[src/hdl/qslerp_pkg.sv]
`default_nettype none
// ----------------------------------------------------------------------------
// qslerp_pkg
// Shared types, fixed-point constants and the arctangent table of the
// quaternion slerp pipeline.
// ----------------------------------------------------------------------------
package qslerp_pkg;

    localparam int FRAC_BITS = 14;
    localparam int SQ_CELLS  = 31;
    localparam int DIV_CELLS = 46;
    localparam int CORD_W    = 34;
    localparam int ANG_W     = 36;

    localparam logic signed [CORD_W-1:0] GAIN_INV = 34'sd652032874;
    localparam logic signed [ANG_W-1:0]  PI_Q30   = 36'sd3373259426;
    localparam logic signed [ANG_W-1:0]  TWO_PI   = 36'sd6746518852;
    localparam logic signed [ANG_W-1:0]  HALF_PI  = 36'sd1686629713;

    localparam logic REG_NEAR_THRESHOLD = 1'b0;
    localparam logic [24:0] THRESH_RESET = 25'd1678;

    typedef logic signed [16:0] t_comp;

    typedef struct packed {
        logic             linear;
        logic [14:0]      blend;
        t_comp [3:0]      p;
        t_comp [3:0]      q;
        logic [29:0]      c;
        logic [30:0]      s;
    } t_side;

    typedef struct packed {
        logic signed [CORD_W-1:0] x;
        logic signed [CORD_W-1:0] y;
        logic signed [CORD_W-1:0] z;
    } t_cord;

    typedef struct packed {
        logic                 neg;
        logic [30:0]          mag;
        logic [30:0]          rem;
        logic [DIV_CELLS-1:0] quo;
    } t_div;

    typedef struct packed {
        logic [3:0][15:0] comp;
        logic             linear;
    } t_res;

    function automatic logic [31:0] atan_q30(input int i);
        logic [31:0] v;
        case (i)
            0:  v = 32'h3243F6A8;
            1:  v = 32'h1DAC6705;
            2:  v = 32'h0FADBAFC;
            3:  v = 32'h07F56EA6;
            4:  v = 32'h03FEAB76;
            5:  v = 32'h01FFD55B;
            6:  v = 32'h00FFFAAA;
            7:  v = 32'h007FFF55;
            8:  v = 32'h003FFFEA;
            9:  v = 32'h001FFFFD;
            10: v = 32'h000FFFFF;
            11: v = 32'h0007FFFF;
            12: v = 32'h0003FFFF;
            13: v = 32'h0001FFFF;
            14: v = 32'h0000FFFF;
            15: v = 32'h00007FFF;
            16: v = 32'h00003FFF;
            17: v = 32'h00001FFF;
            18: v = 32'h00000FFF;
            19: v = 32'h000007FF;
            20: v = 32'h000003FF;
            21: v = 32'h000001FF;
            22: v = 32'h000000FF;
            23: v = 32'h0000007F;
            24: v = 32'h0000003F;
            25: v = 32'h0000001F;
            26: v = 32'h0000000F;
            27: v = 32'h00000008;
            28: v = 32'h00000004;
            29: v = 32'h00000002;
            30: v = 32'h00000001;
            default: v = 32'h00000000;
        endcase
        return v;
    endfunction

endpackage
`default_nettype wire

[src/hdl/qslerp_div_cell.sv]
`default_nettype none
// ----------------------------------------------------------------------------
// qslerp_div_cell
// One restoring-division step for both weights: resolves one quotient bit
// of (|sin| << 30) / s.
// ----------------------------------------------------------------------------
module qslerp_div_cell #(
    parameter int BIT = 45
) (
    input  logic                     i_clk,
    input  logic                     i_rst_n,
    input  logic                     i_en,
    input  logic                     i_valid,
    input  qslerp_pkg::t_side        i_side,
    input  qslerp_pkg::t_div [1:0]   i_lane,
    output logic                     o_valid,
    output qslerp_pkg::t_side        o_side,
    output qslerp_pkg::t_div [1:0]   o_lane
);
    import qslerp_pkg::*;

    localparam bit HAS_BIT = (BIT >= 30);
    localparam int MB      = (BIT >= 30) ? (BIT - 30) : 0;

    logic [31:0] trial [2];
    logic [31:0] dvs;
    t_div [1:0]  n_lane;
    t_div [1:0]  r_lane;
    t_side       r_side;
    logic        r_valid;

    always_comb begin
        dvs = {1'b0, i_side.s};
        for (int k = 0; k < 2; k++) begin
            n_lane[k] = i_lane[k];
            trial[k]  = {i_lane[k].rem, (HAS_BIT ? i_lane[k].mag[MB] : 1'b0)};
            if (trial[k] >= dvs) begin
                n_lane[k].rem      = 31'(trial[k] - dvs);
                n_lane[k].quo[BIT] = 1'b1;
            end else begin
                n_lane[k].rem = trial[k][30:0];
            end
        end
    end

    always_ff @(posedge i_clk) begin
        if (!i_rst_n) begin
            r_valid <= 1'b0;
        end else if (i_en) begin
            r_valid <= i_valid;
        end
    end

    always_ff @(posedge i_clk) begin
        if (i_en) begin
            r_side <= i_side;
            r_lane <= n_lane;
        end
    end

    assign o_valid = r_valid;
    assign o_side  = r_side;
    assign o_lane  = r_lane;

endmodule
`default_nettype wire

[config.mk]
export PLATFORM = sky130hd
export DESIGN_NAME = qslerp_div_cell
export DESIGN_NICKNAME = d
export VERILOG_FILES = /design/src/hdl/qslerp_pkg.sv /design/src/hdl/qslerp_div_cell.sv
export SDC_FILE = /design/constraint.sdc
export NUM_CORES = 1
export LEC_CHECK = 0
export BUFFER_PORTS_ARGS = -buffer_cell sky130_fd_sc_hd__buf_2
export CAP_MARGIN = 20
export CORE_AREA = 3 3 336 338
export CTS_CLUSTER_SIZE = 12
export DETAILED_ROUTE_END_ITERATION = 7
export DIE_AREA = 0 0 339 341
export PLACE_DENSITY_LB_ADDON = 0.2
export SLEW_MARGIN = 15
export SYNTH_ARGS = -nofsm -noshare
export SYNTH_HDL_FRONTEND = slang
export SYNTH_SLANG_ARGS = --single-unit
[constraint.sdc]
create_clock -name i_clk -period 3.1 [get_ports i_clk]
set_input_delay 0.465 -clock i_clk [delete_from_list [all_inputs] [get_ports i_clk]]
set_output_delay 0.465 -clock i_clk [all_outputs]
set_load 0.02 [all_outputs]
After elaboration in Yosys (flattened, before gate mapping) --
Index checks and enable logic that the tools add are counted.
Operators by class: magnitude comparators 2, mux-type cells 2, add/subtract/negate cells 2
Operators with widths (number):
- $ge 32x31->1 | 2
- $mux 31 | 2
- $sub 31x31->31 | 2
Storage, ports and cells: word-level logic and storage cells 29, input bits 435, output and inout bits 432, register bits 432

Depth between registers and ports, before layout --
word-level depth 2, gate-level depth with buffers 13, depth with buffers taken out 11

Worst setup path before layout --
Ideal clock, no wire load.
path type input-to-reg, from input port i_lane[92] in the netlist's numbering, to register r_lane (netlist bit o_lane[75]), data pin, setup time 0.135 ns, data arrival time 2.741 ns, path slack 0.224 ns, cell stages on the path 12, buffers on the path 1, required time 2.965 ns, cell sequence inv_1 -> ha_1 -> fa_1 -> nand2b_1 -> a211oi_2 -> nor3_1 -> o221ai_2 -> o211ai_2 -> and3_4 -> buf_6 -> or4_1 -> nand3_1
RTL lines:
- start: declaration | line qslerp_div_cell.sv:15 | input qslerp_pkg::t_div [1:0] i_lane,
- end signal: assignment | line qslerp_div_cell.sv:57 | r_lane <= n_lane;
- end: declaration | line qslerp_div_cell.sv:28 | t_div [1:0] r_lane;

==> metrics.csv <==
stage;metric;value;unit
cells_and_area;FILL cells;11600;
cts;root buf cell;clkbuf_16;
cells_and_area;Final Instance Count excl. Fillers;4022;
die;Rows;122;
timing;fmax;330;MHz
timing;Rel. slew slack;48.4;%
route;vias per std cell;3.73;
grt;largest net degree at the start of global routing;113;
cells_and_area;Util after Layout;27.1;%
yosys;ys async rst share;0;%
place;HPWL after DPL;77100;um
cells_and_area;area added between synthesis and finish;74.8;%
critical_path;Crit Path Class;in -> reg;
yosys;number of synthesized flops with an enable pin;431;
timing;Final Setup Violations;0;
hold_path;worst min-delay path category;in -> reg;
timing;Fin Setup TNS;0;ps
timing;worst slew pin tran;774;ps
cts;clock-pin slew on the worst setup and hold paths;60;ps
critical_path;reg2reg path depth;2;
yosys;Synth cell types;60;
power_and_ir_drop;worst vdd ir;0.000354;V
die;die height;341;um
timing;Slew Limit Fails;0;
yosys;Area contributors post-synth;edfxtp_1 76%, ha_1 4.5%, o21ai_0 2.3%;
cells_and_area;Reg area;13000;um^2
critical_path;R2R Path Start;o_valid;
cts;CTS Buffer Depth;3;
yosys;register area share after synthesis;75.9;%
grt;antenna violations before repair;40;
timing;min Tclk post-route;3030;ps
critical_path;Crit. End Element;flip-flop;
critical_path;end point of the critical path;o_lane[178];
power_and_ir_drop;P_leak;12.6;nW
power_and_ir_drop;Internal;0.0123;W
critical_path;worst reg2reg setup slack;2480;ps
timing;fin crit share;97.8;%
grt;GRT Total Usage;15.6;%
timing;hold_ws;60.9;ps
die;Core ar.;110000;um^2
grt;GRT overflow;0;
yosys;Yosys warnings;0;
yosys;Yosys top cell area share;75.8;%
critical_path;FF-to-FF End;o_valid;
die;Initial Utilization;15.5;%
cells_and_area;NumNets Final;2984;
cts;CTS buffer count;55;
power_and_ir_drop;Clock power frac;37.9;%
yosys;synthesized area per cell;15.9;um^2
yosys;commonest register cell after synthesis;edfxtp_1;
route;Detailed Routing Iterations Pass 1;4;
route;ANT nets after route;0;
yosys;most common cell in the synthesized netlist;edfxtp_1;
route;drt initial violations;656;
cts;clk_lat worst skew;620;ps
yosys;Mapped Cells;1075;
yosys;Synth area leader;edfxtp_1;
die;die area;116000;um^2
power_and_ir_drop;Pwr per Cell Area;581;nW/um^2
route;routed vias;15000;
yosys;Yosys reg bits;432;
cts;TritonCTS clock tree;done;
place;GP Congestion;0.901;
outcome;outcome;complete, no violations;
die;die width;339;um
power_and_ir_drop;register share of total power;41.8;%
power_and_ir_drop;switching pwr;0.00502;W
hold_path;Worst Hold Depth;1;
die;IO Pins;867;
yosys;area of the mapped netlist;17100;um^2
place;Placed Cells;3566;
place;input/output buffers;866;
cts;H-tree Lvls;2;
critical_path;arrival time at the worst endpoint;3420;ps
power_and_ir_drop;Sw Share;29.0;%
timing;final hold viol count;0;
cells_and_area;layout cell share with drive strength beyond 1;45.0;%
critical_path;critical-path maximum fanout;4;
critical_path;WP data required;3490;ps
route;DRC viols;0;
route;routed wire length;94300;um
timing;RSZ-0062 raised after global routing;false;
cts;clk sink count;432;
critical_path;CP Launch Type;primary input;
critical_path;crit path launch;i_side[6];
timing;Worst Clk Skew;0;ps
grt;vias in the first global route;15900;
cells_and_area;area of the multi-input gates;3850;um^2
yosys;Syn Nets;1574;
route;Avg WL per Cell;23.4;um
power_and_ir_drop;Comb pwr share;20.3;%
yosys;Synth top cells by count;431 x edfxtp_1, 94 x nand2_1, 79 x o21ai_0;
grt;first-pass GRT wire length;126000;um
run;max_cap viols;0;
==> power by group through the flow <==
stage | clock network, W | logic [W] | registers [W]
finish | 0.00657 | 0.00352 | 0.00725
global route | 0.00710 | 0.00378 | 0.00730
CTS | 0.00688 | 0.00360 | 0.00727
detailed placement | 0 | 0.00318 | 0.00737
global placement | 0 | 0.00318 | 0.00738
floorplan | 0 | 0.000734 | 0.00801
==> metal layers <==
metal	track usage (%)	vias to the layer above	wire, um
met1	17.1	7302	35300
li1	-	6940	-
met3	6.04	145	8290
met2	27.3	605	46700
met4	5.57	30	3740
met5	0	-	200
==> cell families after synthesis <==
logic type               Yosys count  synth area share (%)
AO/OA/AOI/OAI                    233                  8.55
buffers and inverters             73                  1.80
flip-flops                       432                  75.9
XOR/XNOR                          51                  2.62
adder cells (fa/ha/maj)           64                  4.78
AND/OR/NAND/NOR                  219                  6.17
multiplexers                       3                 0.183
==> worst max-delay path: stages <==
cell and delay (ps):
dlygate4sd3_1 520, buf_2 110, inv_1 60, buf_4 140
ha_1 330, a21oi_1 170, o21ai_0 150, or3_1 330
o21a_1 250, a211oi_1 320, buf_4 170, xor2_1 60
o21ai_0 340
==> timing repair <==
item,4_1_cts,5_1_grt
endpoints found under the hold margin,349,0
hold buffers,349,0
resized for setup,0,10
setup buffers,0,1
endpoints found under the setup margin,0,45
==> stage by stage <==
stage | setup WS [ps] | total power [W] | instance area, um^2
CTS | 46.0 | 0.0178 | 29800
floorplan | 224 | 0.00875 | 17100
global placement | -471 | 0.0106 | 24500
global route | 3.84 | 0.0182 | 29900
finish | 67.8 | 0.0173 | 29900
detailed placement | -441 | 0.0105 | 24500
==> registers in the layout, summed over array words and instances (netlist names) <==
register,cells
o_lane,218
o_side,213
o_valid,1
==> worst min-delay path by stage <==
stage	endpoint	from
floorplan	o_lane[0]	i_lane[0]
global placement	o_valid	o_valid
detailed placement	o_valid	o_valid
CTS	o_side[27]	i_side[27]
global route	o_lane[4]	i_lane[4]
finish	o_lane[4]	i_lane[4]
==> placed cells by master, fill, tap and decap left out, types with 8 or more instances in the layout <==
cell / n
buf_2: 865
edfxtp_1: 431
dlygate4sd3_1: 349
buf_4: 158
nand2_1: 94
o21ai_0: 79
ha_1: 61
clkbuf_16: 55
a21oi_1: 50
inv_1: 46
xor2_1: 30
nor2_1: 28
xnor2_1: 21
a21o_1: 19
nand3_1: 17
nand4_1: 14
nand2b_1: 11
nor2b_1: 11
o21a_1: 10
nor3_1: 10
clkbuf_1: 10
clkinvlp_4: 9
a211oi_1: 8
o21bai_1: 8
clkinv_1: 8
==> final cells by class <==
cell class / count / share of cell area, %
flip-flops and latches: 432 / 43.4
repair buffers: 1380 / 30.7
multi-input cells: 570 / 12.9
well taps: 1488 / 6.24
clock buffers: 65 / 4.74
clock inverters: 36 / 1.39
inverters: 46 / 0.578
diodes: 5 / 0.0419
Note: power is estimated with default switching activity, not from simulation.
