`src/hdl/qslerp_pkg.sv`:
```
`default_nettype none
// ----------------------------------------------------------------------------
// qslerp_pkg
// Shared types, fixed-point constants and the arctangent table of the
// quaternion slerp pipeline.
// ----------------------------------------------------------------------------
package qslerp_pkg;

    localparam int FRAC_BITS = 14;
    localparam int SQ_CELLS  = 31;
    localparam int DIV_CELLS = 46;
    localparam int CORD_W    = 34;
    localparam int ANG_W     = 36;

    localparam logic signed [CORD_W-1:0] GAIN_INV = 34'sd652032874;
    localparam logic signed [ANG_W-1:0]  PI_Q30   = 36'sd3373259426;
    localparam logic signed [ANG_W-1:0]  TWO_PI   = 36'sd6746518852;
    localparam logic signed [ANG_W-1:0]  HALF_PI  = 36'sd1686629713;

    localparam logic REG_NEAR_THRESHOLD = 1'b0;
    localparam logic [24:0] THRESH_RESET = 25'd1678;

    typedef logic signed [16:0] t_comp;

    typedef struct packed {
        logic             linear;
        logic [14:0]      blend;
        t_comp [3:0]      p;
        t_comp [3:0]      q;
        logic [29:0]      c;
        logic [30:0]      s;
    } t_side;

    typedef struct packed {
        logic signed [CORD_W-1:0] x;
        logic signed [CORD_W-1:0] y;
        logic signed [CORD_W-1:0] z;
    } t_cord;

    typedef struct packed {
        logic                 neg;
        logic [30:0]          mag;
        logic [30:0]          rem;
        logic [DIV_CELLS-1:0] quo;
    } t_div;

    typedef struct packed {
        logic [3:0][15:0] comp;
        logic             linear;
    } t_res;

    function automatic logic [31:0] atan_q30(input int i);
        logic [31:0] v;
        case (i)
            0:  v = 32'h3243F6A8;
            1:  v = 32'h1DAC6705;
            2:  v = 32'h0FADBAFC;
            3:  v = 32'h07F56EA6;
            4:  v = 32'h03FEAB76;
            5:  v = 32'h01FFD55B;
            6:  v = 32'h00FFFAAA;
            7:  v = 32'h007FFF55;
            8:  v = 32'h003FFFEA;
            9:  v = 32'h001FFFFD;
            10: v = 32'h000FFFFF;
            11: v = 32'h0007FFFF;
            12: v = 32'h0003FFFF;
            13: v = 32'h0001FFFF;
            14: v = 32'h0000FFFF;
            15: v = 32'h00007FFF;
            16: v = 32'h00003FFF;
            17: v = 32'h00001FFF;
            18: v = 32'h00000FFF;
            19: v = 32'h000007FF;
            20: v = 32'h000003FF;
            21: v = 32'h000001FF;
            22: v = 32'h000000FF;
            23: v = 32'h0000007F;
            24: v = 32'h0000003F;
            25: v = 32'h0000001F;
            26: v = 32'h0000000F;
            27: v = 32'h00000008;
            28: v = 32'h00000004;
            29: v = 32'h00000002;
            30: v = 32'h00000001;
            default: v = 32'h00000000;
        endcase
        return v;
    endfunction

endpackage
`default_nettype wire

```
`src/hdl/qslerp_sqrt_cell.sv`:
```
`default_nettype none
// ----------------------------------------------------------------------------
// qslerp_sqrt_cell
// One digit of the pipelined integer square root: resolves one root bit.
// ----------------------------------------------------------------------------
module qslerp_sqrt_cell #(
    parameter int BIT = 30
) (
    input  logic                i_clk,
    input  logic                i_rst_n,
    input  logic                i_en,
    input  logic                i_valid,
    input  qslerp_pkg::t_side   i_side,
    input  logic [60:0]         i_rad,
    input  logic [61:0]         i_root,
    output logic                o_valid,
    output qslerp_pkg::t_side   o_side,
    output logic [60:0]         o_rad,
    output logic [61:0]         o_root
);
    import qslerp_pkg::*;

    localparam logic [61:0] B = 62'd1 << (2 * BIT);

    logic [61:0] trial;
    logic [60:0] n_rad;
    logic [61:0] n_root;
    logic        r_valid;
    t_side       r_side;
    logic [60:0] r_rad;
    logic [61:0] r_root;

    always_comb begin
        trial = i_root + B;
        if ({1'b0, i_rad} >= trial) begin
            n_rad  = i_rad - trial[60:0];
            n_root = (i_root >> 1) + B;
        end else begin
            n_rad  = i_rad;
            n_root = i_root >> 1;
        end
    end

    always_ff @(posedge i_clk) begin
        if (!i_rst_n) begin
            r_valid <= 1'b0;
        end else if (i_en) begin
            r_valid <= i_valid;
        end
    end

    always_ff @(posedge i_clk) begin
        if (i_en) begin
            r_side <= i_side;
            r_rad  <= n_rad;
            r_root <= n_root;
        end
    end

    assign o_valid = r_valid;
    assign o_side  = r_side;
    assign o_rad   = r_rad;
    assign o_root  = r_root;

endmodule
`default_nettype wire

```
`config.mk`:
```
export PLATFORM = sky130hd
export DESIGN_NAME = qslerp_sqrt_cell
export DESIGN_NICKNAME = d
export VERILOG_FILES = /design/src/hdl/qslerp_pkg.sv /design/src/hdl/qslerp_sqrt_cell.sv
export SDC_FILE = /design/constraint.sdc
export NUM_CORES = 1
export LEC_CHECK = 0
export BUFFER_PORTS_ARGS = -buffer_cell sky130_fd_sc_hd__buf_2
export CAP_MARGIN = 0
export CORE_AREA = 2 2 262 264
export CTS_BUF_LIST = sky130_fd_sc_hd__clkbuf_8
export DETAILED_ROUTE_END_ITERATION = 6
export DIE_AREA = 0 0 264 266
export PLACE_DENSITY = 0.45
export SLEW_MARGIN = 20
export SYNTH_ARGS = -nofsm -noshare
export SYNTH_HDL_FRONTEND = slang
export SYNTH_SLANG_ARGS = --single-unit
```
`constraint.sdc`:
```
create_clock -name i_clk -period 3.55 [get_ports i_clk]
set_input_delay 0.355 -clock i_clk [delete_from_list [all_inputs] [get_ports i_clk]]
set_output_delay 0.355 -clock i_clk [all_outputs]
set_load 0.005 [all_outputs]
```
Yosys cells after proc, flatten, opt, wreduce, memory -nomap -nowiden
Cells that the tools add are included.

Multiplexer cells: 2. $lt $le $gt $ge: 1. Add/sub/neg operators: 3.

Operators with widths (count): two-way mux 61 bit (2); adder 61 x 61 -> 62 bit, second input constant (1); adder 62 x 61 -> 62 bit, second input constant (1); >= comparator 61 x 62 -> 1 bit (1); subtractor 61 bit (1).

Input bits: 340. Logic and storage cells: 22. Register bits after elaboration: 337. Output and inout port bits: 337.

Logic depth before layout (Yosys ltp)
Depth in word-level cells: 3. Gate-level depth with buffers: 15. Mapped depth without buffers: 13.

Least setup slack after synthesis
Ideal clock, no wire load.

Path kind: input port to flip-flop. From: in i_root[28]. To: reg r_rad[42] (netlist: o_rad[42]), data pin. Data required time: 3290 ps. Library setup time: 260 ps. Arrival time: 2844 ps. Cell stages on the path: 12. Buffers on the path: 3. Path slack: 446 ps. Cell sequence: inv_1 > ha_1 > buf_2 > nand4_1 > or3_1 > or2_0 > o311a_1 > a21o_1 > o21ai_2 > buf_6 > buf_4 > mux2_2.

Cells in the longest elaborated chain, start to end: 3. Elaborated cells on any way between the ends: 4. Classes of those cells: add/sub (2); order compare (1); mux (1).

Ends and longest elaborated chain: from (decl) (line qslerp_sqrt_cell.sv:15) `input logic [61:0] i_root,`; adder 62 x 61 -> 62 bit (*) (line qslerp_sqrt_cell.sv:34) `trial = i_root + B;`; subtractor 61 bit / >= comparator 61 x 62 -> 1 bit (equally long branches) (line qslerp_sqrt_cell.sv:36, qslerp_sqrt_cell.sv:35); two-way mux 61 bit (*) (line qslerp_sqrt_cell.sv:35) `if ({1'b0, i_rad} >= trial) begin`; net n_rad[42] (line qslerp_sqrt_cell.sv:26) `logic [60:0] n_rad;`; to (signal assigned) (line qslerp_sqrt_cell.sv:55) `r_rad <= n_rad;`; to (decl) (line qslerp_sqrt_cell.sv:30) `logic [60:0] r_rad;`.

The timed path passes the listed nets; every way through them passes the cells marked *. A chain may end at the register's enable or synchronous reset.

Final worst setup path
From: in i_rad[29]. To: reg r_rad[57] (netlist: o_rad[57]), data pin.

Cells in the longest elaborated chain, start to end: 2. Elaborated cells on any way between the ends: 3. Classes of those cells: add/sub (1); order compare (1); mux (1).

Ends and longest elaborated chain: from (decl) (line qslerp_sqrt_cell.sv:14) `input logic [60:0] i_rad,`; subtractor 61 bit / >= comparator 61 x 62 -> 1 bit (equally long branches) (line qslerp_sqrt_cell.sv:36, qslerp_sqrt_cell.sv:35); two-way mux 61 bit (*) (line qslerp_sqrt_cell.sv:35); net n_rad[57] (line qslerp_sqrt_cell.sv:26).

Marks and branches as above.

==> summary.md <==
| Metric | Value |
|---|---|
| Die H | 266 um |
| Top-area cell type share of the netlist area | 0.681 |
| Outcome | finished clean |
| Min-delay worst type | input pin to register |
| Post-Synthesis Net Count | about 1500 |
| # DRC | 0 |
| Sequential share of power | 0.451 |
| Max-slew headroom | 0.522 |
| Psw | 0.00310 W |
| Initial core utilization | 0.219 |
| Share of cells above drive strength 1 | 0.379 |
| Clock tree from TritonCTS | yes |
| Power Dens Cells | 452 nW/um2 |
| First-pass GRT wire length | 96100 um |
| Endpoints failing hold | 0 |
| Fmax | between 0.2 and 0.3 GHz |
| Total Routing Usage GR | 0.191 |
| Final setup violation count | 0 |
| Total number of vias | 13400 |
| Adder-Cell Fraction of Synth Area | 0.0529 |
| Fillers | about 6900 |
| Clk slew on worst S/H paths | 50 ps |
| I/O Pins | 677 |
| Worst-margin pin slew | a little over 700 ps |
| Mapped cell area | roughly 15000 um2 |
| DP Area | between 15000 and 20000 um2 |
| Vias per cell | between 4 and 5 |
| CTS root buf | clkbuf_8 |
| Post-synthesis simple-gate area fraction | 0.0813 |
| Crit path from | i_rad[29] |
| CTS buffer count | ~70 |
| Seq. cell area | slightly above 10000 um2 |
| R2R Setup Slk | roughly 2400 ps |
| Comb power frac | 0.202 |
| Critical-path top delay cell | dlygate4sd3_1 |
| Synth Area in Compound Gates | 0.113 |
| Crit path largest cell delay | roughly 540 ps |
| Top_reg_cell synth | edfxtp_1 |
| Clock latency on the worst-skew pair | 640 ps |
| Mux cell area share after synthesis | 0.00490 |
| Finished Cell Area | 23900 um2 |
| Num Clock Sinks | 337 |
| Number of max-cap violations | 0 |
| Synth Area in XOR/XNOR | 0.0302 |
| Crit. End Element | register |
| Critical Path Stages | 13 |
| Hpwl dp | 55200 um |
| Nets | approximately 2600 |
| WP buf/inv | 3 |
| P_int | slightly below 0.008 W |
| 1st-iter DRT viols | 774 |
| Synth warn | 0 |
| Post-Syn Instances | 1115 |
| Final count of pins violating max slew | 0 |
| Post-synth EDFFs | approximately 340 |
| Area growth, synth to finish | 61.7% |
| Worst path required time | roughly 3900 ps |
| Yosys cell types | 62 |
| Drt wl/cell | about 22 um |
| Initial antenna violation count | 26 |
| Port bufs | 676 |
| Largest net degree at the start of global routing | 84 |
| Drt pass-1 iters | 5 |
| Post-route setup TNS | 0 ps |
| Post-synthesis sequential area ratio | 0.683 |
| Vias in the first global route | ~14000 |
| Critical path class | input pin to register |
| Worst setup path end | o_rad[57] |
| Die X | 264 um |
| Worst-path fanout max | 8 |
| Switching Fraction | 0.286 |
| Flops & latches, synth | ~340 |
| Post-DRT Antenna Nets | 0 |
| Tcrit/Tclk final | 0.972 |
| Startpoint Class | input pin |
| Num rows | between 90 and 100 |
| GPL Wtd Cong | a little under 0.9 |
| Syn Area/Cell | roughly 13 um2 |
| Crit-path cells | dlygate4sd3_1, buf_2, ha_1, nand4_1, buf_4, or3_1, or2_1, o311a_1, a21o_1, o21ai_4, or3b_1, mux2i_1, a311oi_1 |
| Core Box Area | 67700 um2 |
| Cell taking the most area after synthesis | edfxtp_1 |
| Worst VDD drop | between 200 and 300 uV |
| Largest family of logic cells by synthesized area | compound AO/OA/AOI/OAI gates |
| Critical Path AT | roughly 3800 ps |
| Worst r2r dst | o_valid |
| Die ar. | about 70000 um2 |
| WL final | about 69000 um |
| Crit path max-delay family | simple AND/OR/NAND/NOR gates |
| Reg2reg start | o_valid |
| Static leakage | about 10 nW |
| Clock buffer depth | 3 |
| Ys async rst share | 0 |
| Min Tclk post-route | roughly 3500 ps |
| # H-tree levels | 3 |
| Most frequent cells in the layout | buf_2, edfxtp_1, dlygate4sd3_1 |
| Ranking of synthesized cells by area | edfxtp_1, ha_1, a21oi_1, inv_1, nor2_1 |
| Reg2Reg Depth | 3 |
| Total grt overflow | 0 |
| Skew final | 0 ps |
| Most common cell after layout, fill and taps aside | buf_2 |
| Area of the multi-input gates | roughly 4200 um2 |
| Clk pwr share | 0.347 |
what timing repair did:
action / 4_1_cts / 5_1_grt
hold buffers: 295 / 0
endpoints found under the setup margin: 0 / 19
buffers inserted: 0 / 0
hold endpoints to repair: 294 / 0
gates resized for setup: 0 / 9
per-stage QoR:
| stage | hold WS, ps | power (W) | cells | util | setup WS (ps) |
|---|---|---|---|---|---|
| final | 68.6 | 0.0108 | 3127 | 0.353 | 99.1 |
| after detailed placement | 512 | 0.00688 | 2701 | 0.291 | -63.4 |
| after CTS | 0.321 | 0.0110 | 3111 | 0.353 | 87.3 |
| after floorplan | 454 | 0.00571 | 1115 | - | 446 |
| after global routing | 43.0 | 0.0114 | 3122 | 0.353 | -5.87 |
| after global placement | 531 | 0.00688 | 2701 | 0.291 | -37.9 |
power groups by stage:
| stage | clock (W) | sequential [W] | combinational, W |
|---|---|---|---|
| floorplan | 0 | 0.00501 | 0.000700 |
| global placement | 0 | 0.00497 | 0.00192 |
| detailed placement | 0 | 0.00496 | 0.00192 |
| CTS | 0.00393 | 0.00489 | 0.00221 |
| global route | 0.00408 | 0.00492 | 0.00237 |
| finish | 0.00376 | 0.00489 | 0.00219 |
per-layer routing:
layer	GRT usage	vias up	wire length, um
li1	-	6304	-
met1	0.214	6431	27100
met2	0.331	568	34200
met3	0.0623	113	5440
met4	0.0809	20	2560
met5	0	-	126
area by class of cell:
class / instances / share of cell area
flip-flops and latches: 337 / 0.422
repair buffers: 1040 / 0.290
multi-input cells: 651 / 0.176
well taps: 882 / 0.0461
clock buffers: 68 / 0.0391
inverters: 86 / 0.0135
clock inverters: 47 / 0.0117
diodes: 16 / 0.00167
synthesized netlist by cell type (all sizes together) (6+ instances only):
cell type / n
nand3: 15
nor3: 11
ha: 61
o211ai: 6
o21ai: 59
xnor2: 30
nand4: 21
o31ai: 9
edfxtp: 336
a21oi: 111
o21bai: 14
nor2: 83
nand2: 82
buf: 14
o21a: 8
a211oi: 8
clkbuf: 27
xor2: 21
inv: 86
a21o: 27
flip-flops by register name (all words and copies together), names as in the netlist:
name and flops:
o_valid 1, o_rad 61, o_side 213, o_root 62
how the worst min path moves through the flow:
| stage | from | end | slack, ps | depth (start not counted) |
|---|---|---|---|---|
| after detailed placement | o_valid | o_valid | 510 | 2 |
| final | i_rad[46] | o_rad[46] | 70 | 3 |
| after global routing | i_rad[30] | o_rad[30] | 40 | 3 |
| after CTS | i_rad[30] | o_rad[30] | 0.3 | 3 |
| after global placement | o_valid | o_valid | 530 | 2 |
| after floorplan | i_root[1] | o_root[0] | 450 | 0 |
worst register-to-register path, delay by kind of cell (launching register included):
family / cells / cell delay [ps]
flops: 1 / 310
buf+inv: 1 / 550
simple gates: 1 / 60
mux: 1 / 120
cells by family (layout without fill, tap and decap cells):
family	count (synthesis)	after routing
other cells	0	16
compound gates	274	274
xor+xnor	51	51
fa+ha+maj	62	62
mux	7	7
buf+inv	127	1241
flops	337	337
simple gates	257	257
Note: power is estimated with default switching activity, not from simulation.
