## config.mk

```make
export PLATFORM = sky130hd
export DESIGN_NAME = qslerp_rot_cell
export DESIGN_NICKNAME = d
export VERILOG_FILES = /design/src/hdl/qslerp_pkg.sv /design/src/hdl/qslerp_rot_cell.sv
export SDC_FILE = /design/constraint.sdc
export NUM_CORES = 1
export LEC_CHECK = 0
export BUFFER_PORTS_ARGS = -buffer_cell sky130_fd_sc_hd__buf_2
export CAP_MARGIN = 20
export CELL_PAD_IN_SITES_DETAIL_PLACEMENT = 1
export CELL_PAD_IN_SITES_GLOBAL_PLACEMENT = 2
export CORE_AREA = 3 3 329 331
export DETAILED_ROUTE_END_ITERATION = 6
export DIE_AREA = 0 0 332 334
export PLACE_DENSITY_LB_ADDON = 0.05
export SLEW_MARGIN = 20
export SYNTH_ARGS = -nofsm -noshare
export SYNTH_HDL_FRONTEND = slang
export SYNTH_SLANG_ARGS = --single-unit
export TNS_END_PERCENT = 100
```

## constraint.sdc

```tcl
create_clock -name i_clk -period 15.2 [get_ports i_clk]
set_clock_uncertainty 0.1 [all_clocks]
set_input_delay 1.52 -clock i_clk [delete_from_list [all_inputs] [get_ports i_clk]]
set_output_delay 1.52 -clock i_clk [all_outputs]
set_load 0.02 [all_outputs]
```

## src/hdl/qslerp_pkg.sv

```systemverilog
`default_nettype none
// ----------------------------------------------------------------------------
// qslerp_pkg
// Shared types, fixed-point constants and the arctangent table of the
// quaternion slerp pipeline.
// ----------------------------------------------------------------------------
package qslerp_pkg;

    localparam int FRAC_BITS = 14;
    localparam int SQ_CELLS  = 31;
    localparam int DIV_CELLS = 46;
    localparam int CORD_W    = 34;
    localparam int ANG_W     = 36;

    localparam logic signed [CORD_W-1:0] GAIN_INV = 34'sd652032874;
    localparam logic signed [ANG_W-1:0]  PI_Q30   = 36'sd3373259426;
    localparam logic signed [ANG_W-1:0]  TWO_PI   = 36'sd6746518852;
    localparam logic signed [ANG_W-1:0]  HALF_PI  = 36'sd1686629713;

    localparam logic REG_NEAR_THRESHOLD = 1'b0;
    localparam logic [24:0] THRESH_RESET = 25'd1678;

    typedef logic signed [16:0] t_comp;

    typedef struct packed {
        logic             linear;
        logic [14:0]      blend;
        t_comp [3:0]      p;
        t_comp [3:0]      q;
        logic [29:0]      c;
        logic [30:0]      s;
    } t_side;

    typedef struct packed {
        logic signed [CORD_W-1:0] x;
        logic signed [CORD_W-1:0] y;
        logic signed [CORD_W-1:0] z;
    } t_cord;

    typedef struct packed {
        logic                 neg;
        logic [30:0]          mag;
        logic [30:0]          rem;
        logic [DIV_CELLS-1:0] quo;
    } t_div;

    typedef struct packed {
        logic [3:0][15:0] comp;
        logic             linear;
    } t_res;

    function automatic logic [31:0] atan_q30(input int i);
        logic [31:0] v;
        case (i)
            0:  v = 32'h3243F6A8;
            1:  v = 32'h1DAC6705;
            2:  v = 32'h0FADBAFC;
            3:  v = 32'h07F56EA6;
            4:  v = 32'h03FEAB76;
            5:  v = 32'h01FFD55B;
            6:  v = 32'h00FFFAAA;
            7:  v = 32'h007FFF55;
            8:  v = 32'h003FFFEA;
            9:  v = 32'h001FFFFD;
            10: v = 32'h000FFFFF;
            11: v = 32'h0007FFFF;
            12: v = 32'h0003FFFF;
            13: v = 32'h0001FFFF;
            14: v = 32'h0000FFFF;
            15: v = 32'h00007FFF;
            16: v = 32'h00003FFF;
            17: v = 32'h00001FFF;
            18: v = 32'h00000FFF;
            19: v = 32'h000007FF;
            20: v = 32'h000003FF;
            21: v = 32'h000001FF;
            22: v = 32'h000000FF;
            23: v = 32'h0000007F;
            24: v = 32'h0000003F;
            25: v = 32'h0000001F;
            26: v = 32'h0000000F;
            27: v = 32'h00000008;
            28: v = 32'h00000004;
            29: v = 32'h00000002;
            30: v = 32'h00000001;
            default: v = 32'h00000000;
        endcase
        return v;
    endfunction

endpackage
`default_nettype wire

```

## src/hdl/qslerp_rot_cell.sv

```systemverilog
`default_nettype none
// ----------------------------------------------------------------------------
// qslerp_rot_cell
// One CORDIC rotation micro-rotation for both weight angles side by side.
// ----------------------------------------------------------------------------
module qslerp_rot_cell #(
    parameter int STAGE = 0
) (
    input  logic                      i_clk,
    input  logic                      i_rst_n,
    input  logic                      i_en,
    input  logic                      i_valid,
    input  qslerp_pkg::t_side         i_side,
    input  qslerp_pkg::t_cord [1:0]   i_lane,
    output logic                      o_valid,
    output qslerp_pkg::t_side         o_side,
    output qslerp_pkg::t_cord [1:0]   o_lane
);
    import qslerp_pkg::*;

    localparam logic signed [CORD_W-1:0] ATAN = $signed({2'b00, atan_q30(STAGE)});

    logic signed [CORD_W-1:0] xs [2];
    logic signed [CORD_W-1:0] ys [2];
    t_cord [1:0] n_lane;
    t_cord [1:0] r_lane;
    t_side       r_side;
    logic        r_valid;

    always_comb begin
        for (int k = 0; k < 2; k++) begin
            xs[k] = i_lane[k].x >>> STAGE;
            ys[k] = i_lane[k].y >>> STAGE;
            if (i_lane[k].z >= 0) begin
                n_lane[k].x = i_lane[k].x - ys[k];
                n_lane[k].y = i_lane[k].y + xs[k];
                n_lane[k].z = i_lane[k].z - ATAN;
            end else begin
                n_lane[k].x = i_lane[k].x + ys[k];
                n_lane[k].y = i_lane[k].y - xs[k];
                n_lane[k].z = i_lane[k].z + ATAN;
            end
        end
    end

    always_ff @(posedge i_clk) begin
        if (!i_rst_n) begin
            r_valid <= 1'b0;
        end else if (i_en) begin
            r_valid <= i_valid;
        end
    end

    always_ff @(posedge i_clk) begin
        if (i_en) begin
            r_side <= i_side;
            r_lane <= n_lane;
        end
    end

    assign o_valid = r_valid;
    assign o_side  = r_side;
    assign o_lane  = r_lane;

endmodule
`default_nettype wire

```

After elaboration in Yosys (flattened, before gate mapping)
Index checks and enable logic that the tools add are counted.
Word-level totals
  ROM bits: 0
  input bits: 421
  bits in latches: 0
  memories kept: 0
  RAM bits: 0
  bits in registers: 418
  word-level logic and storage cells: 33
Cells by class
  div/mod/pow operators: 0
  multipliers: 0
  equal/unequal tests: 0
  $add $sub $neg: 10
  reductions and logical operators: 0
  order comparisons: 2
  bitwise operators: 0
  shift-type cells: 0
  mux-type cells: 2
Operator list (number)
  $mux 102: 2
  $sub 34x34->34: 4
  $add 34x31->34 const B: 2
  $add 34x34->34: 2
  $ge 34x1->1 const B: 2
  $sub 34x31->34 const B: 2

Longest topological paths before layout
Gate-level depths: netlist of the first run.
  word-level depth: 2
  gate-level depth with buffers: 23
  mapped depth without buffers: 19

Worst setup path after synthesis of the first run
OpenSTA, ideal clock, no wires.
  kind: in2reg
  start: in i_lane[33] (netlist bit)
  end: reg r_lane (netlist bit o_lane[33]) (data pin)
  stages: 22
  required time: 14.838 ns
  library setup time: 0.262 ns
  path slack: 9.176 ns
  data arrival time: 5.661 ns
  cells stage by stage: inv_1 -> ha_1 -> nor4b_1 -> nand4_1 -> nor4_1 -> and4_1 -> nand2b_1 -> clkbuf_1 -> inv_2 -> clkbuf_1 -> buf_1 -> ha_1 -> o21a_1 -> or2_0 -> a32o_1 -> a21oi_1 -> o21ai_1 -> nor4_1 -> o41ai_1 -> a221oi_1 -> o21bai_1 -> xor2_1
RTL lines
  start, declared: RTL line qslerp_rot_cell.sv:14  | input qslerp_pkg::t_cord [1:0] i_lane,
  end signal, assigned: RTL line qslerp_rot_cell.sv:57  | r_lane <= n_lane;
  end, declared: RTL line qslerp_rot_cell.sv:26  | t_cord [1:0] r_lane;

==> results.yml, run 1 <==
status:
  status: "finished, final reports clean"
cts:
  post_cts_buffers: 0
  path_clk_slew_ns: 0.07
  cts_tree: "yes"
  cts_root_buffer: "clkbuf_16"
  cts_hold_buf: 0
  cts_resized: 0
  cts_num_sinks: 416
  htreeDepth: 2
  cts_made_buffers: 54
  clk_latency_ns: 0.64
  clockBufferDepth: 3
global_routing:
  grt_pass1_wl_mm: 196
  antenna_found_initial: 90
  first_global_vias: 24724
  grt_max_degree: 145
  grt_usage: 0.246
  grt_overflow_total: 0
floorplanning:
  ios: 839
  row_count: 119
  die_h_um: 334
  die_x_um: 332
  core_area_mm2: 0.105
  die-area_mm2: 0.111
  start_util: 0.253
yosys:
  synth_ff_type: "edfxtp_1"
  ys_seq_area_frac: 0.468
  postSynthNetCount: 3240
  syn_avg_cell_area_um2: 10.5
  async_reset_ff_frac: 0
  synth_warnings: 0
  syn_inst: 2553
  synth_seq_cells: 416
  synth-edff-count: 415
  synthesis.area_mm2: 0.0267
  yosysUniqueCellTypes: 89
sta:
  final.period_utilization: 0.426
  worstMarginPinSlew_ns: 1.01
  setup_viol: 0
  period_minus_slack_ns: 6.47
  max_freq_mhz: 155
  maxSlewHeadroom: 0.320
  hold_viol_final: 0
  grt_setup_unrepaired: "false"
  setup_tns_ns: 0
  maxSlewViolCount: 0
critical_path:
  crit_chain: "buf_2 -> inv_1 -> ha_1 -> nor4b_1 -> nand4_1 -> nor4_1 -> and4_1 -> nand2b_2 -> buf_4 -> ha_1 -> and3_1 -> nand3_1 -> nor2_1 -> a31oi_1 -> o21ai_1 -> nor4_1 -> o41ai_1 -> a221oi_1 -> o21bai_1 -> xor2_1"
  cp_top_family: "simple AND/OR/NAND/NOR gates"
  path_max_fanout: 66
  regToRegSetupSlack_ns: 14.49
  start_kind: "input pin"
  cp_num_buf_inv: 3
  end_kind: "flip-flop"
  cp_slowest_cell: "buf_4"
  cp.arrival_ns: 6.79
  crit_required_ns: 15.52
  max_stage_delay_ns: 0.72
  path_class: "in -> reg"
detailed_routing:
  firstDrtPassIters: 5
  wl_met1_mm: 57.9
  post-route-drc-count: 0
  ant_nets: 0
  highest_layer: "met5"
  wl_per_cell_um: 29.4
  drt_first_iter_violations: 1366
  viasPerCell: 4.94
  vias: 23818
  wl_met2_mm: 69.7
  met3_length_mm: 9.99
  wl_mm: 142
placed_design:
  post-dp-hpwl_mm: 118
  io_buffers: 838
  gp_congestion: 0.936
  dpl_cell_area_mm2: 0.0323
cells_and_area:
  multiInputGateArea_mm2: 0.0130
  area_delta_synth_final_pct: 28.0
  seqCellArea_mm2: 0.0125
  nets: 4050
  final_area_mm2: 0.0342
  drive_gt1_frac: 0.284
  nFillCells: 12019
flow_run:
  cap_violations: 0
power_and_ir_drop:
  powerDensity_mw_per_mm2: 116
  irDropWorstVdd_v: 0.0000796
  p_leak_nw: 14.8
hold_path:
  hold_class: "reg -> reg"
==> path summary, 6_finish.rpt <==
check,from,cells after the start,to
worst max-delay path,i_lane[33],20,o_lane[33]$_DFFE_PP_
worst min-delay path,o_valid$_SDFFE_PN0P_,2,o_valid$_SDFFE_PN0P_
worst max register to register,o_valid$_SDFFE_PN0P_,2,o_valid$_SDFFE_PN0P_
worst min register to register,o_valid$_SDFFE_PN0P_,2,o_valid$_SDFFE_PN0P_
==> cell usage in the layout, fill, tap and decap left out, drive strengths merged, types with 9 or more instances in the layout <==
cell type	count
buf	846
edfxtp	415
a21oi	310
ha	258
inv	228
nor2	185
xnor2	157
o21ai	147
nand2	100
clkbuf	74
a21o	64
o21bai	57
nor3	48
mux2i	33
nand4	31
nand3	31
a211oi	29
nor4	28
nor2b	28
diode	27
o21a	27
o211ai	27
xor2	25
nand2b	23
o31ai	20
clkinv	15
or3	13
a31oi	12
and3	10
a221oi	10
or2	10
a21boi	9
==> power by group <==
part / leakage (nW) / switching, mW / internal (mW)
Combinational: 9.92 / 0.784 / 0.371
Clock: 0.846 / 0.549 / 0.757
Sequential: 4.07 / 0.0552 / 1.44
==> layout make-up <==
cell class                      instances  area share
Multi-Input combinational cell       1816       0.380
Sequential cell                       416       0.365
Timing Repair Buffer                  846       0.125
Tap cell                             1391      0.0510
Clock buffer                           74      0.0438
Inverter                              229      0.0252
Clock inverter                         22     0.00777
Antenna cell                           27     0.00198
==> kinds of logic (layout without fill, tap and decap cells) <==
logic type,count (synthesis),count (layout),share of synthesized area
other,0,27,0
XOR/XNOR,182,182,0.0597
AO/OA/AOI/OAI,791,791,0.187
AND/OR/NAND/NOR,544,544,0.0999
flip-flops,416,416,0.468
adder cells (fa/ha/maj),266,266,0.127
multiplexers,33,33,0.0124
buffers and inverters,321,1171,0.0462
==> layer usage <==
metal,track usage,vias to the layer above
met2,0.436,726
met4,0.0550,50
li1,-,11005
met5,0,-
met3,0.0676,207
met1,0.297,11830
==> metrics by stage <==
step	instances	util	setup slack, ns	hold slack, ns	power [mW]
after floorplan	2553	-	9.18	0.489	2.16
after global placement	4698	0.307	8.05	0.401	2.68
after detailed placement	4698	0.307	7.98	0.416	2.68
after CTS	4794	0.323	8.71	0.429	4.03
after global routing	4796	0.323	8.18	0.457	4.15
final	4821	0.324	8.73	0.438	3.96
==> cells in the mapped netlist (8+ instances only) <==
cell type	n	share of area
fa_1	8	0.0060
nor3_1	47	0.0088
xnor2_1	157	0.052
nand4_1	31	0.0073
and3_1	10	0.0023
nor2_1	184	0.026
o21a_1	27	0.0076
nand2b_1	23	0.0054
o31ai_1	19	0.0053
a211oi_1	28	0.0079
o21ai_0	125	0.023
inv_1	220	0.031
a221oi_1	9	0.0030
mux2i_1	33	0.012
o211ai_1	27	0.0076
o21ai_1	21	0.0039
a21oi_1	309	0.058
xor2_1	25	0.0082
a21o_1	64	0.018
a31oi_1	12	0.0028
ha_1	258	0.12
buf_2	13	0.0024
nand2_1	100	0.014
nor2b_1	27	0.0063
or3_1	12	0.0028
or2_2	8	0.0019
buf_1	15	0.0021
nor4_1	28	0.0066
edfxtp_1	415	0.47
clkbuf_1	61	0.0086
nand3_1	31	0.0058
o21bai_1	56	0.016
==> registers in the layout (all words and copies together) (netlist names) <==
register  cells
o_valid       1
o_side      213
o_lane      202
==> worst min-delay path, cell delays in order, from the launching register on <==
cell and delay, ns:
dfxtp_1 0.33, mux2i_1 0.08, nor2b_1 0.10
(Power assumes the default switching activity.)
==> run 2: changes to the inputs <==
Settings changed: ABC_AREA set to 1, CORE_AREA 3 3 329 331 to unset, CORE_ASPECT_RATIO set to 0.8, CORE_MARGIN set to 3, CORE_UTILIZATION set to 27, DIE_AREA 0 0 332 334 to unset.
Clock period 15.2 ns to 5.9 ns, I/O delays scaled along.
==> results.yml, run 2 <==
status:
  status: "finished, final reports clean"
critical_path:
  path_class: "in -> reg"
  end_kind: "flip-flop"
  crit_chain: "dlygate4sd3_1 -> buf_2 -> nor3_1 -> nand3_1 -> o21ai_4 -> inv_2 -> buf_4 -> ha_1 -> nand2_1 -> nor2_1 -> nand2_1 -> nor3_1 -> nand2_1 -> nand2_1 -> xor2_1"
  crit_required_ns: 6.18
  worstReg2RegEnd: "o_valid$_SDFFE_PN0P_"
  path_max_fanout: 61
  cp_slowest_cell: "nor3_1"
  start_kind: "input pin"
  cp.arrival_ns: 4.35
  r2r_start: "o_valid$_SDFFE_PN0P_"
  regToRegSetupSlack_ns: 5.10
  cp_num_buf_inv: 4
  rr_worst_depth: 2
  cp_top_family: "simple AND/OR/NAND/NOR gates"
  cpMostUsedCell: "nand2_1"
  max_stage_delay_ns: 0.56
hold_path:
  hold_class: "in -> reg"
  min_path_cells: 1
  hold_path_end: "o_side[41]$_DFFE_PP_"
  hold_path.startpoint: "i_side[41]"
floorplanning:
  start_util: 0.273
  die_h_um: 309
  die_x_um: 384
  die-area_mm2: 0.119
  core_area_mm2: 0.113
  ios: 839
  row_count: 110
global_routing:
  first_global_vias: 31522
  grt_max_degree: 131
  grt_overflow_total: 0
  grt_usage: 0.276
  antenna_found_initial: 41
  grt_pass1_wl_mm: 237
sta:
  setup_viol: 0
  maxSlewViolCount: 0
  worstMarginPinSlew_ns: 1.03
  hold_slack_ns: 0.0542
  final.period_utilization: 0.690
  period_minus_slack_ns: 4.07
  max_freq_mhz: 246
  grt_setup_unrepaired: "false"
  setup_tns_ns: 0
  hold_viol_final: 0
  worst_slack_ns: 1.83
  maxSlewHeadroom: 0.315
cells_and_area:
  mostFrequentLayoutCells: "nand2_1, buf_2, inv_1"
  largest_reg_flops: 213
  utilization: 0.356
  nFillCells: 13822
  nets: 5657
  final_common_cell: "nand2_1"
  area_delta_synth_final_pct: 30.0
  finalNonFillerCells: 6550
  drive_gt1_frac: 0.199
placed_design:
  gp_congestion: 0.934
  post-dp-hpwl_mm: 144
  dpl.cell_count: 6231
  pre_cts_slack_ns: 1.73
  io_buffers: 838
power_and_ir_drop:
  powerDensity_mw_per_mm2: 258
  p_seq_frac: 0.365
  power.switching_mw: 4.03
  irDropWorstVdd_v: 0.000201
  p_int_mw: 6.36
  pwr-share-comb: 0.338
  switching_share: 0.388
  clock_power_share: 0.297
  p_leak_nw: 19.1
yosys:
  synth_top_area_share: 0.403
  netlist_top_cells_count: "nand2_1, inv_1, edfxtp_1"
  syn_avg_cell_area_um2: 7.80
  async_reset_ff_frac: 0
  yosysMostFrequentCell: "nand2_1"
  ys_seq_area_frac: 0.404
  yosysUniqueCellTypes: 46
  syn_inst: 3961
  synth_ff_type: "edfxtp_1"
  synth_seq_cells: 416
  synth-edff-count: 415
  synth_warnings: 0
  synthTopCellsByArea: "edfxtp_1, nand2_1, ha_1, inv_1, nand3_1"
  synthesis.area_mm2: 0.0309
  postSynthNetCount: 4648
  yosys.area.top_type: "edfxtp_1"
cts:
  path_clk_slew_ns: 0.06
  cts_made_buffers: 50
  htreeDepth: 2
  cts_num_sinks: 416
  cts_resized: 0
  clk_latency_ns: 0.65
  clockBufferDepth: 3
  cts_tree: "yes"
  cts_root_buffer: "clkbuf_16"
detailed_routing:
  drt_first_iter_violations: 2249
  wl_per_cell_um: 26.0
  ant_nets: 0
  post-route-drc-count: 0
  vias: 31748
  wl_mm: 170
  viasPerCell: 4.85
  firstDrtPassIters: 5
flow_run:
  cap_violations: 0
-- run 2: cell types whose count changed in the layout (fill, tap and decap cells not counted), moves of 27 or more --
cell,previous run,this run
mux2i_1,33,0
nor2_1,184,350
dlygate4sd3_1,0,199
xor2_1,25,106
o21bai_1,56,29
a211oi_1,28,0
nand2_1,100,1046
inv_1,220,508
o21ai_0,125,210
a21o_1,64,14
xnor2_1,157,10
nor2b_1,27,0
nand3_1,31,348
-- run 2: layout make-up --
cell class	instances	area (µm²)	share of cell area
sequential	416	12500	0.311
timing repair buffer	1046	6300	0.157
antenna	27	67.6	0.00168
inverter	521	1960	0.0487
clock buffer	65	1310	0.0325
multi-input combinational	2935	15900	0.396
tap	1512	1890	0.0471
clock inverter	28	265	0.00660
-- run 2: logic make-up after synthesis --
logic type,count (synthesis),synth area share
AND/OR/NAND/NOR,1925,0.263
buffers and inverters,610,0.0822
XOR/XNOR,116,0.0329
adder cells (fa/ha/maj),266,0.110
AO/OA/AOI/OAI,628,0.108
flip-flops,416,0.404
-- run 2: per-stage QoR --
stage / instance area, µm² / total power [mW]
2_1_floorplan: 30900 / 5.71
3_3_place_gp: 36500 / 7.21
3_5_place_dp: 36500 / 7.21
4_1_cts: 40100 / 10.5
5_1_grt: 40100 / 10.9
6_report: 40200 / 10.4
-- run 2: layer usage --
metal  GRT usage  share of wire
met1       0.409           0.49
met2       0.420           0.43
met3      0.0456          0.061
met4      0.0600          0.022
met5           0        0.00069
-- run 2: what timing repair did --
action | in CTS | in global routing
hold buffers | 199 | 0
hold endpoints to repair | 199 | 0
setup buffers | 0 | 0
-- run 2: worst reg2reg max path: cells and delay by family, from the launching register on --
family	cells	cell delay, ns
DFF	1	0.32
AOI/OAI and AO/OA	2	0.24
-- run 2: power groups by stage --
stage | Combinational [mW] | Sequential (mW) | Clock [mW]
after CTS | 3.52 | 3.79 | 3.19
final | 3.51 | 3.79 | 3.08
after detailed placement | 3.37 | 3.84 | 0
after global placement | 3.37 | 3.84 | 0
after global routing | 3.80 | 3.82 | 3.30
after floorplan | 1.46 | 4.25 | 0
-- run 2: worst max path at each step --
stage,start,end,slack (ns),cells after the start
final,i_lane[104],o_lane[132]$_DFFE_PP_,1.83,15
after floorplan,i_lane[33],o_lane[30]$_DFFE_PP_,2.66,19
after detailed placement,i_lane[103],o_lane[132]$_DFFE_PP_,1.73,14
after global routing,i_lane[104],o_lane[132]$_DFFE_PP_,1.73,15
after global placement,i_lane[103],o_lane[132]$_DFFE_PP_,1.73,14
after CTS,i_lane[103],o_lane[132]$_DFFE_PP_,1.88,15
==> run 3: changes to the inputs <==
Settings changed: CORE_UTILIZATION 27 to 30.
Clock period 5.9 ns to 4 ns, I/O delays scaled along.
==> results.yml, run 3 (same netlist as run 2, synthesis figures left out) <==
power_and_ir_drop:
  switching_share: 0.384
  powerDensity_mw_per_mm2: 388
  p_leak_nw: 19.3
  p_seq_frac: 0.356
  p_int_mw: 9.68
  irDropWorstVdd_v: 0.000294
  clock_power_share: 0.311
  pwr-share-comb: 0.333
  power.switching_mw: 6.02
critical_path:
  crit_chain: "dlygate4sd3_1 -> buf_2 -> nor2_1 -> nand3_1 -> nor3_1 -> nand2_1 -> nor2_1 -> nor2_4 -> ha_1 -> a21oi_1 -> nand2_1 -> nand2_1 -> nand2_1 -> nand3_1 -> nand2_1 -> nand2_1 -> nand3_1 -> xor2_1"
  cp.arrival_ns: 3.59
  path_class: "in -> reg"
  cpMostUsedCell: "nand2_1"
  start_kind: "input pin"
  rr_worst_depth: 3
  regToRegSetupSlack_ns: 2.68
  cp-startpoint: "i_lane[3]"
  cp_slowest_cell: "dlygate4sd3_1"
  path_max_fanout: 16
  max_stage_delay_ns: 0.55
  r2r_start: "o_valid$_SDFFE_PN0P_"
  end_kind: "flip-flop"
  worstReg2RegEnd: "o_valid$_SDFFE_PN0P_"
  crit_required_ns: 4.27
  crit_end: "o_lane[26]$_DFFE_PP_"
floorplanning:
  start_util: 0.305
  die_h_um: 293
  core_area_mm2: 0.101
  die-area_mm2: 0.107
  row_count: 104
  die_x_um: 365
  ios: 839
placed_design:
  io_buffers: 838
  post-dp-hpwl_mm: 140
  gp_congestion: 0.974
detailed_routing:
  vias: 32429
  wl_mm: 168
  wl_per_cell_um: 26.3
  viasPerCell: 5.07
  drt_first_iter_violations: 2779
  post-route-drc-count: 0
  ant_nets: 0
  firstDrtPassIters: 6
sta:
  maxSlewViolCount: 0
  setup_viol: 0
  final.period_utilization: 0.830
  worstMarginPinSlew_ns: 1.00
  max_freq_mhz: 301
  period_minus_slack_ns: 3.32
  grt_setup_unrepaired: "false"
  hold_viol_final: 0
  maxSlewHeadroom: 0.331
  setup_tns_ns: 0
global_routing:
  grt_use_met2: 0.445
  met3_usage: 0.0582
  antenna_found_initial: 31
  first_global_vias: 32169
  gr-max-usage-layer: "met1"
  grt_usage: 0.302
  grt_max_degree: 92
  grt_pass1_wl_mm: 235
  use_met1: 0.454
  grt_overflow_total: 0
cts:
  cts_made_buffers: 49
  path_clk_slew_ns: 0.06
  clockBufferDepth: 3
  cts_resized: 0
  htreeDepth: 2
  cts_root_buffer: "clkbuf_16"
  post_cts_buffers: 0
  cts_tree: "yes"
  cts_num_sinks: 416
  clk_latency_ns: 0.65
  cts_hold_buf: 223
cells_and_area:
  final_common_cell: "nand2_1"
  mostFrequentLayoutCells: "nand2_1, buf_2, inv_1"
  drive_gt1_frac: 0.204
  area_delta_synth_final_pct: 30.9
  nets: 5705
  largest_reg_flops: 213
  utilization: 0.399
flow_run:
  cap_violations: 0
status:
  status: "finished, final reports clean"
hold_path:
  hold_class: "in -> reg"
-- run 3: cell count changes in the layout (fill, tap and decap cells not counted), moves of 3 or more --
cell	before	now
clkinv_2	6	10
diode_2	27	11
clkbuf_1	15	3
clkinvlp_4	4	7
dlygate4sd3_1	199	223
clkinv_4	4	1
buf_4	6	31
bufinv_16	2	7
-- run 3: worst max-delay path, delay by kind of cell --
family	cells	cell delay (ns)
fa+ha+maj	1	0.40
xor+xnor	1	0.15
simple gates	13	1.77
buf+inv	2	0.71
compound gates	1	0.15
-- run 3: worst min path at each step --
stage	from	end	slack, ns	cells after the start
6_report	i_lane[170]	o_lane[170]$_DFFE_PP_	0.09	3
5_1_grt	i_lane[170]	o_lane[170]$_DFFE_PP_	0.09	3
4_1_cts	i_lane[170]	o_lane[170]$_DFFE_PP_	0.06	3
2_1_floorplan	i_en	o_valid$_SDFFE_PN0P_	0.39	1
3_3_place_gp	o_valid$_SDFFE_PN0P_	o_valid$_SDFFE_PN0P_	0.43	2
3_5_place_dp	o_valid$_SDFFE_PN0P_	o_valid$_SDFFE_PN0P_	0.44	2
-- run 3: stage by stage --
step	instance area, µm²	cells	hold slack, ns	setup WS (ns)	total power, mW
4_1_cts	40400	6382	0.0567	0.776	15.7
3_3_place_gp	36500	6069	0.429	0.425	10.6
2_1_floorplan	30900	3961	0.393	0.946	8.42
6_report	40500	6393	0.0947	0.680	15.7
3_5_place_dp	36500	6069	0.437	0.454	10.6
5_1_grt	40400	6387	0.0861	0.455	16.4
-- run 3: power by group through the flow --
stage                     logic [mW]  clock network [mW]  registers (mW)
after floorplan                 2.15                   0            6.27
after CTS                       5.19                4.97            5.58
after global placement          4.97                   0            5.65
after global routing            5.63                5.17            5.63
after detailed placement        4.97                   0            5.66
final                           5.23                4.88            5.59
-- run 3: area by class of cell --
cell class / count / area [µm²]
Tap cell: 1325 / 1660
Clock buffer: 52 / 1240
Antenna cell: 11 / 27.5
Sequential cell: 416 / 12500
Fill cell: 12531 / 60900
Timing Repair Buffer: 1095 / 6730
Inverter: 521 / 1960
Clock inverter: 38 / 452
Multi-Input combinational cell: 2935 / 15900
-- run 3: routing by layer --
layer / wire, µm / vias to the layer above
met1: 81600 / 15893
met5: 81 / -
met4: 4070 / 12
li1: - / 15284
met3: 12300 / 163
met2: 70300 / 1077
